`config.mk`:
```
export PLATFORM = sky130hd
export DESIGN_NAME = line_position_centroid
export DESIGN_NICKNAME = d
export VERILOG_FILES = /design/src/hdl/lpc_pkg.sv /design/src/hdl/lpc_lane.sv /design/src/hdl/lpc_merge.sv /design/src/hdl/lpc_div.sv /design/src/hdl/line_position_centroid.sv
export VERILOG_INCLUDE_DIRS = /design/src /design/src/hdl
export SDC_FILE = /design/constraint.sdc
export NUM_CORES = 1
export LEC_CHECK = 0
export ABC_AREA = 1
export CAP_MARGIN = 30
export CORE_AREA = 8 8 152 154
export CTS_CLUSTER_SIZE = 20
export DETAILED_ROUTE_END_ITERATION = 10
export DIE_AREA = 0 0 160 162
export DONT_BUFFER_PORTS = 1
export PLACE_DENSITY = 0.65
export SYNTH_ARGS = -nofsm -noshare
export SYNTH_HDL_FRONTEND = slang
export SYNTH_HIERARCHICAL = 1
export SYNTH_SLANG_ARGS = --single-unit
```
`constraint.sdc`:
```
create_clock -name i_clk -period 16.9 [get_ports i_clk]
set_clock_uncertainty 0.2 [all_clocks]
set_input_delay 2.535 -clock i_clk [delete_from_list [all_inputs] [get_ports i_clk]]
set_output_delay 2.535 -clock i_clk [all_outputs]
set_load 0.1 [all_outputs]
```
`src/hdl/line_position_centroid_macros.svh`:
```
// ----------------------------------------------------------------------------
// Line position centroid - assertion macros
// Shared concurrent assertion forms for the line position block.
// ----------------------------------------------------------------------------
`ifndef LINE_POSITION_CENTROID_MACROS_SVH
`define LINE_POSITION_CENTROID_MACROS_SVH

// same-cycle implication
`define LPC_ASSERT_IMP(lbl, clk, rst_n, ante, cons) \
    lbl: assert property (@(posedge clk) disable iff (!rst_n) (ante) |-> (cons)) \
        else $error("line_position_centroid: check failed");

// next-cycle implication
`define LPC_ASSERT_NXT(lbl, clk, rst_n, ante, cons) \
    lbl: assert property (@(posedge clk) disable iff (!rst_n) (ante) |=> (cons)) \
        else $error("line_position_centroid: check failed");

`endif

```
`src/hdl/lpc_pkg.sv`:
```
// ----------------------------------------------------------------------------
// lpc_pkg
// Types, widths and weight tables for the line position centroid block.
// ----------------------------------------------------------------------------
`timescale 1ns / 1ps
`default_nettype none

package lpc_pkg;

    localparam int LPC_SENSOR_COUNT = 8;
    localparam int LPC_MAX_SAMPLES  = 16;

    localparam int LPC_WEIGHT_W = 12;
    localparam int LPC_SUM_W    = 18;
    localparam int LPC_MAG_W    = LPC_SUM_W - 1;
    localparam int LPC_HIT_W    = 8;
    localparam int LPC_LHIT_W   = $clog2(LPC_SENSOR_COUNT + 1);
    localparam int LPC_SCNT_W   = $clog2(LPC_MAX_SAMPLES + 1);
    localparam int LPC_STEP_W   = $clog2(LPC_MAG_W);
    localparam int LPC_POS_W    = 12;

    localparam logic signed [LPC_WEIGHT_W-1:0] LPC_COARSE_W [LPC_SENSOR_COUNT] = '{
        -12'sd16, -12'sd8, -12'sd4, 12'sd0, 12'sd0, 12'sd4, 12'sd8, 12'sd16
    };

    localparam logic signed [LPC_WEIGHT_W-1:0] LPC_FINE_W [LPC_SENSOR_COUNT] = '{
        -12'sd2000, -12'sd1333, -12'sd667, -12'sd167,
        12'sd167, 12'sd667, 12'sd1333, 12'sd2000
    };

    typedef struct packed {
        logic                           hit;
        logic signed [LPC_WEIGHT_W-1:0] weight;
    } t_lane_word;

    typedef struct packed {
        logic                        go;
        logic signed [LPC_SUM_W-1:0] sum;
        logic [LPC_HIT_W-1:0]        count;
    } t_div_req;

    typedef enum logic [1:0] {
        DIV_IDLE,
        DIV_RUN,
        DIV_DONE
    } t_div_state;

endpackage

`default_nettype wire

```
`src/hdl/lpc_lane.sv`:
```
// ----------------------------------------------------------------------------
// lpc_lane
// One sensor lane: picks the weight of its sensor when that sensor hits.
// ----------------------------------------------------------------------------
`timescale 1ns / 1ps
`default_nettype none

module lpc_lane
    import lpc_pkg::*;
(
    input  wire logic                           i_hit,
    input  wire logic                           i_mode,
    input  wire logic signed [LPC_WEIGHT_W-1:0] i_coarse,
    input  wire logic signed [LPC_WEIGHT_W-1:0] i_fine,
    output t_lane_word                          o_word
);

    always_comb begin
        o_word.hit = i_hit;
        if (!i_hit) begin
            o_word.weight = '0;
        end else if (i_mode) begin
            o_word.weight = i_fine;
        end else begin
            o_word.weight = i_coarse;
        end
    end

endmodule

`default_nettype wire

```
`src/hdl/lpc_merge.sv`:
```
// ----------------------------------------------------------------------------
// lpc_merge
// Combines the lane words and keeps the running sum, hit and sample counts.
// ----------------------------------------------------------------------------
`timescale 1ns / 1ps
`default_nettype none

module lpc_merge
    import lpc_pkg::*;
(
    input  wire logic       i_clk,
    input  wire logic       i_rst_n,
    input  wire logic       i_take,
    input  wire logic       i_last,
    input  wire t_lane_word i_lanes [LPC_SENSOR_COUNT],
    output t_div_req        o_req
);

    logic signed [LPC_SUM_W-1:0] r_sum, n_sum;
    logic [LPC_HIT_W-1:0]        r_hits, n_hits;
    logic [LPC_SCNT_W-1:0]       r_samples, n_samples;

    logic signed [LPC_SUM_W-1:0] w_lane_sum;
    logic [LPC_LHIT_W-1:0]       w_lane_hits;
    logic signed [LPC_SUM_W-1:0] w_sum_tot;
    logic [LPC_HIT_W-1:0]        w_hits_tot;
    logic                        w_close;

    always_comb begin
        w_lane_sum  = '0;
        w_lane_hits = '0;
        for (int k = 0; k < LPC_SENSOR_COUNT; k++) begin
            w_lane_sum  = w_lane_sum + LPC_SUM_W'(i_lanes[k].weight);
            w_lane_hits = w_lane_hits + LPC_LHIT_W'(i_lanes[k].hit);
        end
    end

    assign w_sum_tot  = r_sum + w_lane_sum;
    assign w_hits_tot = r_hits + LPC_HIT_W'(w_lane_hits);
    assign w_close    = i_last || (r_samples == LPC_SCNT_W'(LPC_MAX_SAMPLES - 1));

    always_comb begin
        n_sum     = r_sum;
        n_hits    = r_hits;
        n_samples = r_samples;
        if (i_take) begin
            if (w_close) begin
                n_sum     = '0;
                n_hits    = '0;
                n_samples = '0;
            end else begin
                n_sum     = w_sum_tot;
                n_hits    = w_hits_tot;
                n_samples = r_samples + 1'b1;
            end
        end
    end

    always_ff @(posedge i_clk) begin
        if (!i_rst_n) begin
            r_sum     <= '0;
            r_hits    <= '0;
            r_samples <= '0;
        end else begin
            r_sum     <= n_sum;
            r_hits    <= n_hits;
            r_samples <= n_samples;
        end
    end

    assign o_req.go    = i_take && w_close;
    assign o_req.sum   = w_sum_tot;
    assign o_req.count = w_hits_tot;

endmodule

`default_nettype wire

```
`src/hdl/lpc_div.sv`:
```
// ----------------------------------------------------------------------------
// lpc_div
// Serial signed divider: sum / count, truncated toward zero, one bit a cycle.
// ----------------------------------------------------------------------------
`timescale 1ns / 1ps
`default_nettype none

module lpc_div
    import lpc_pkg::*;
(
    input  wire logic                        i_clk,
    input  wire logic                        i_rst_n,
    input  wire t_div_req                    i_req,
    output logic                             o_busy,
    output logic                             o_valid,
    output logic signed [LPC_POS_W-1:0]      o_position,
    output logic                             o_no_line
);

    t_div_state r_state, n_state;
    logic [LPC_STEP_W-1:0] r_step;

    logic [LPC_MAG_W-1:0]  r_num;
    logic [LPC_HIT_W-1:0]  r_rem;
    logic [LPC_HIT_W-1:0]  r_den;
    logic                  r_neg;
    logic                  r_nohit;

    logic [LPC_SUM_W-1:0]  w_abs;
    logic [LPC_HIT_W:0]    w_rem_sh;
    logic                  w_fits;
    logic [LPC_HIT_W:0]    w_rem_sub;
    logic [LPC_POS_W-1:0]  w_qmag;

    assign w_abs     = i_req.sum[LPC_SUM_W-1] ? (-i_req.sum) : i_req.sum;
    assign w_rem_sh  = {r_rem, r_num[LPC_MAG_W-1]};
    assign w_fits    = (w_rem_sh >= {1'b0, r_den});
    assign w_rem_sub = w_rem_sh - {1'b0, r_den};
    assign w_qmag    = r_num[LPC_POS_W-1:0];

    always_comb begin
        n_state = r_state;
        case (r_state)
            DIV_IDLE: begin
                if (i_req.go) begin
                    n_state = (i_req.count == '0) ? DIV_DONE : DIV_RUN;
                end
            end
            DIV_RUN: begin
                if (r_step == LPC_STEP_W'(LPC_MAG_W - 1)) begin
                    n_state = DIV_DONE;
                end
            end
            DIV_DONE: begin
                n_state = DIV_IDLE;
            end
            default: begin
                n_state = DIV_IDLE;
            end
        endcase
    end

    always_ff @(posedge i_clk) begin
        if (!i_rst_n) begin
            r_state <= DIV_IDLE;
            r_step  <= '0;
        end else begin
            r_state <= n_state;
            if (r_state == DIV_RUN) begin
                r_step <= r_step + 1'b1;
            end else begin
                r_step <= '0;
            end
        end
    end

    always_ff @(posedge i_clk) begin
        if (r_state == DIV_IDLE && i_req.go) begin
            r_num   <= w_abs[LPC_MAG_W-1:0];
            r_rem   <= '0;
            r_den   <= i_req.count;
            r_neg   <= i_req.sum[LPC_SUM_W-1];
            r_nohit <= (i_req.count == '0);
        end else if (r_state == DIV_RUN) begin
            r_num <= {r_num[LPC_MAG_W-2:0], w_fits};
            r_rem <= w_fits ? w_rem_sub[LPC_HIT_W-1:0] : w_rem_sh[LPC_HIT_W-1:0];
        end
    end

    always_comb begin
        o_busy     = 1'b1;
        o_valid    = 1'b0;
        o_no_line  = 1'b0;
        o_position = '0;
        case (r_state)
            DIV_IDLE: begin
                o_busy = 1'b0;
            end
            DIV_RUN: begin
                o_busy = 1'b1;
            end
            DIV_DONE: begin
                o_valid   = 1'b1;
                o_no_line = r_nohit;
                if (!r_nohit) begin
                    o_position = r_neg ? $signed(-w_qmag) : $signed(w_qmag);
                end
            end
            default: begin
                o_busy = 1'b1;
            end
        endcase
    end

endmodule

`default_nettype wire

```
`src/hdl/line_position_centroid.sv`:
```
// ----------------------------------------------------------------------------
// line_position_centroid
// Weighted-centroid line position from eight binary sensors.
//
//   channel  | handshake              | payload
//   ---------+------------------------+------------------------------------
//   input    | start / busy           | i_sensor_bits, i_last_sample
//   result   | o_result_valid strobe  | o_position, o_no_line
//   config   | i_cfg_we               | i_cfg_wdata (weight_mode)
//
// A snapshot word that does not close a reading is accumulated; busy stays low.
// A closing word is added to the sums and handed to the serial divider
// (one quotient bit a cycle), which then presents the result. A reading with
// no hits skips the divider. Synchronous active-low reset clears the
// accumulators and sets fine weights. The result is a one-cycle strobe.
// ----------------------------------------------------------------------------
`timescale 1ns / 1ps
`default_nettype none

`include "line_position_centroid_macros.svh"

module line_position_centroid
    import lpc_pkg::*;
(
    input  wire logic                        i_clk,
    input  wire logic                        i_rst_n,
    input  wire logic                        start,
    output logic                             busy,
    input  wire logic [LPC_SENSOR_COUNT-1:0] i_sensor_bits,
    input  wire logic                        i_last_sample,
    input  wire logic                        i_cfg_we,
    input  wire logic                        i_cfg_wdata,
    output logic                             o_result_valid,
    output logic signed [LPC_POS_W-1:0]      o_position,
    output logic                             o_no_line
);

    logic       r_weight_mode;
    logic       w_take;
    logic       w_busy;
    t_lane_word w_lanes [LPC_SENSOR_COUNT];
    t_div_req   w_req;

    always_ff @(posedge i_clk) begin
        if (!i_rst_n) begin
            r_weight_mode <= 1'b1;
        end else if (i_cfg_we) begin
            r_weight_mode <= i_cfg_wdata;
        end
    end

    assign w_take = start && !w_busy;
    assign busy   = w_busy;

    for (genvar g = 0; g < LPC_SENSOR_COUNT; g++) begin : g_lane
        lpc_lane u_lane (
            .i_hit    (i_sensor_bits[g]),
            .i_mode   (r_weight_mode),
            .i_coarse (LPC_COARSE_W[g]),
            .i_fine   (LPC_FINE_W[g]),
            .o_word   (w_lanes[g])
        );
    end

    lpc_merge u_merge (
        .i_clk   (i_clk),
        .i_rst_n (i_rst_n),
        .i_take  (w_take),
        .i_last  (i_last_sample),
        .i_lanes (w_lanes),
        .o_req   (w_req)
    );

    lpc_div u_div (
        .i_clk      (i_clk),
        .i_rst_n    (i_rst_n),
        .i_req      (w_req),
        .o_busy     (w_busy),
        .o_valid    (o_result_valid),
        .o_position (o_position),
        .o_no_line  (o_no_line)
    );

    `LPC_ASSERT_IMP(a_valid_busy, i_clk, i_rst_n, o_result_valid, busy)
    `LPC_ASSERT_IMP(a_noline_zero, i_clk, i_rst_n, o_result_valid && o_no_line, o_position == '0)
    `LPC_ASSERT_IMP(a_pos_range, i_clk, i_rst_n, o_result_valid, (o_position >= -12'sd2000) && (o_position <= 12'sd2000))
    `LPC_ASSERT_NXT(a_valid_free, i_clk, i_rst_n, o_result_valid, !busy && !o_result_valid)

endmodule

`default_nettype wire
```
==> impl_metrics.yaml <==
outcome:
  status: "completed"
synthesis:
  synth_top_area_share_pct: 21.0
  async_reset_ff_share_pct: 0
  synth_flop_cell: "dfxtp_1"
  synth.ff_latch_count: 74
  synth.top_cells.by_count: "428 x nand2_1, 346 x inv_1, 258 x nor2_1"
  yosysWarnings: 6
  synthesis.area_sq_um: 10200
  syn_avg_cell_area_sq_um: 6.52
  synth-edff-count: 27
  synth.distinct_cells: 46
  yosysSeqAreaShare_pct: 17.1
  yosysTopAreaCell: "fa_1"
  synth_area_leaders: "fa_1 21%, nand2_1 16%, inv_1 13%, nor2_1 9.5%, dfxtp_1 9.2%"
  synth_most_common_cell: "nand2_1"
  synthCells: 1566
timing:
  maxSlewViolCount: 0
  tns_ns: 0
  tightest_slew_ns: 0.876
  clock.fmax_ghz: 0.128
  rsz0062_at_grt: "false"
  finalSetupViolations: 0
  hold_ws_ns: 0.266
  hold_viol_final: 0
  worst_slack_ns: 9.11
  finalCritPeriodShare_pct: 46.1
  relSlewSlack_pct: 41.4
  period_minus_slack_ns: 7.79
worst_setup_path:
  critPathRequiredTime_ns: 16.76
  critPathKind: "input pin to register"
  crit_slowest_cell: "nor2_1"
  path_cells: "nand2_1 > nor2_1 > fa_1 > fa_1 > fa_1 > inv_1 > fa_1 > inv_1 > ha_1 > nand2_1 > nor2_1 > and2_1 > nand2_1 > nand2_1 > inv_1 > nand2_2 > and2_1 > inv_1 > o21ai_0 > xnor2_1 > o21ai_0"
  setup.worst_path.end_class: "register"
  crit_end: "u_div/r_num[5]$_DFFE_PP_"
  reg2reg_from: "r_weight_mode$_SDFFE_PN1P_"
  crit_path_start_kind: "input pin"
  cpPeakStageDelay_ns: 0.66
  critical_path_arrival_ns: 7.65
  worst-path-max-fanout: 19
  reg2reg_slack_ns: 9.48
  rr_worst_depth: 26
  startpoint: "i_sensor_bits[1]"
  r2r_end: "u_div/r_num[5]$_DFFE_PP_"
clock_network:
  clk_latency_ns: 0.34
  cts_setup_buffers: 0
  clockRootBuffer: "clkbuf_16"
  cts_sinks: 74
  cts_tree: "done"
  clk_pin_slew_ns: 0.06
  cts_hold_buf: 0
  cts_buffers: 9
  cts_buffer_depth: 2
  htree_num_levels: 3
  cts_resized: 0
job:
  drv_cap: 0
layout:
  area_growth_pct: 13.1
  nets: 1898
  drive_above_1_share_pct: 4.31
  num-fill-cells: 2086
  diodes: 0
die:
  io_pins: 29
  die_height_um: 162
  dieArea_sq_um: 25900
  fp.dieW_um: 160
  fp-row-count: 53
  core_sq_um: 20700
  initial_core_util_pct: 49.4
global_route:
  overflow: 0
  gr-usage-all-layers_pct: 17.9
  antenna_found_initial: 0
  grt_pass1_wl_um: 39000
  grt_pass1_vias: 8539
  grt_max_degree: 94
placement:
  port_buffers: 0
  place_ws_ns: 8.75
  gp_congestion: 0.882
  place_hpwl_um: 17500
detailed_routing:
  via_per_inst: 4.40
  dr.first_iter.drc_count: 426
  drc: 0
  wl_per_cell_um: 10.8
  antenna_left: 0
  num_vias: 8867
  dr.pass1.iters: 4
  wl_um: 21800
worst_hold_path:
  hold_class: "register to register"
  min_path_cells: 1
[worst max-delay path, delay by kind of cell]
kind / cells / cell delay [ns]
fa+ha+maj: 5 / 2.49
xor+xnor: 1 / 0.14
buf+inv: 4 / 0.38
simple gates: 9 / 1.77
compound gates: 2 / 0.33
[cells in the final DEF, fill, tap and decap left out, drive strengths merged]
cell type,Yosys,layout
nand2,436,436
inv,348,349
nor2,262,262
conb,2,192
fa,107,107
nand3,78,78
a21oi,58,58
dfxtp,47,47
ha,40,40
o21ai,30,30
edfxtp,27,27
buf,42,19
xor2,18,18
nand4,15,15
and2,11,11
clkbuf,7,11
nand3b,9,9
nor3,6,6
xnor2,5,5
or2,5,5
clkinv,1,4
nor3b,2,2
a21o,2,2
o21bai,2,2
clkinvlp,0,1
o211ai,1,1
a21boi,1,1
o21a,1,1
o211a,1,1
o22ai,1,1
and3,1,1
[layer usage]
layer  share of wire (%)  up-vias  track usage [%]  wire [um]
met2                  48      108             31.7      10500
met5                   0        -                0          0
met3                 3.0       27             2.13        658
met4                 1.3        0             3.78        287
li1                    -     4762                -          -
met1                  47     3970             23.1      10300
[worst min path at each step]
stage | from | endpoint | slack, ns
finish | u_div/r_step[0]$_SDFF_PN0_ | u_div/r_step[0]$_SDFF_PN0_ | 0.27
global route | u_merge/r_hits[2]$_SDFFE_PN0P_ | u_merge/r_hits[2]$_SDFFE_PN0P_ | 0.29
CTS | u_merge/r_hits[0]$_SDFFE_PN0P_ | u_merge/r_hits[0]$_SDFFE_PN0P_ | 0.27
detailed placement | u_div/r_step[0]$_SDFF_PN0_ | u_div/r_step[0]$_SDFF_PN0_ | 0.26
global placement | u_div/r_step[0]$_SDFF_PN0_ | u_div/r_step[0]$_SDFF_PN0_ | 0.25
floorplan | u_div/r_step[0]$_SDFF_PN0_ | u_div/r_step[0]$_SDFF_PN0_ | 0.23
[kinds of logic after synthesis]
family / share of synthesized area, %
compound gates: 5.06
xor+xnor: 2.05
flops: 17.1
simple gates: 33.3
other cells: 0.0735
buf+inv: 16.5
fa+ha+maj: 25.9
[sequential cells by signal, indices dropped and copies added (netlist names), 2 cells and up]
| register | flops |
|---|---|
| u_merge/r_samples | 5 |
| u_div/r_den | 8 |
| u_merge/r_sum | 18 |
| u_div/r_step | 5 |
| u_div/r_rem | 8 |
| u_div/r_state | 2 |
| u_div/r_num | 17 |
| u_merge/r_hits | 8 |
[through the flow]
step | area (sq um) | cells | util (%)
floorplan | 10900 | 1756 | -
global placement | 11000 | 1986 | 53.1
detailed placement | 11300 | 2001 | 54.5
CTS | 11600 | 2017 | 55.8
global route | 11600 | 2017 | 55.8
finish | 11600 | 2017 | 55.8
[area by class of cell]
class                           count  area (sq um)  share of cell area, %
Timing Repair Buffer               19           330                   2.86
Multi-Input combinational cell   1284          7540                   65.3
Clock buffer                       11           233                   2.01
Clock inverter                      5          38.8                  0.336
Sequential cell                    74          1760                   15.2
Tap cell                          275           344                   2.98
Inverter                          349          1310                   11.3
Power is left out: the tool's default activity adds up to more than one toggle a clock period on the data nets, which glitch-free logic cannot reach.
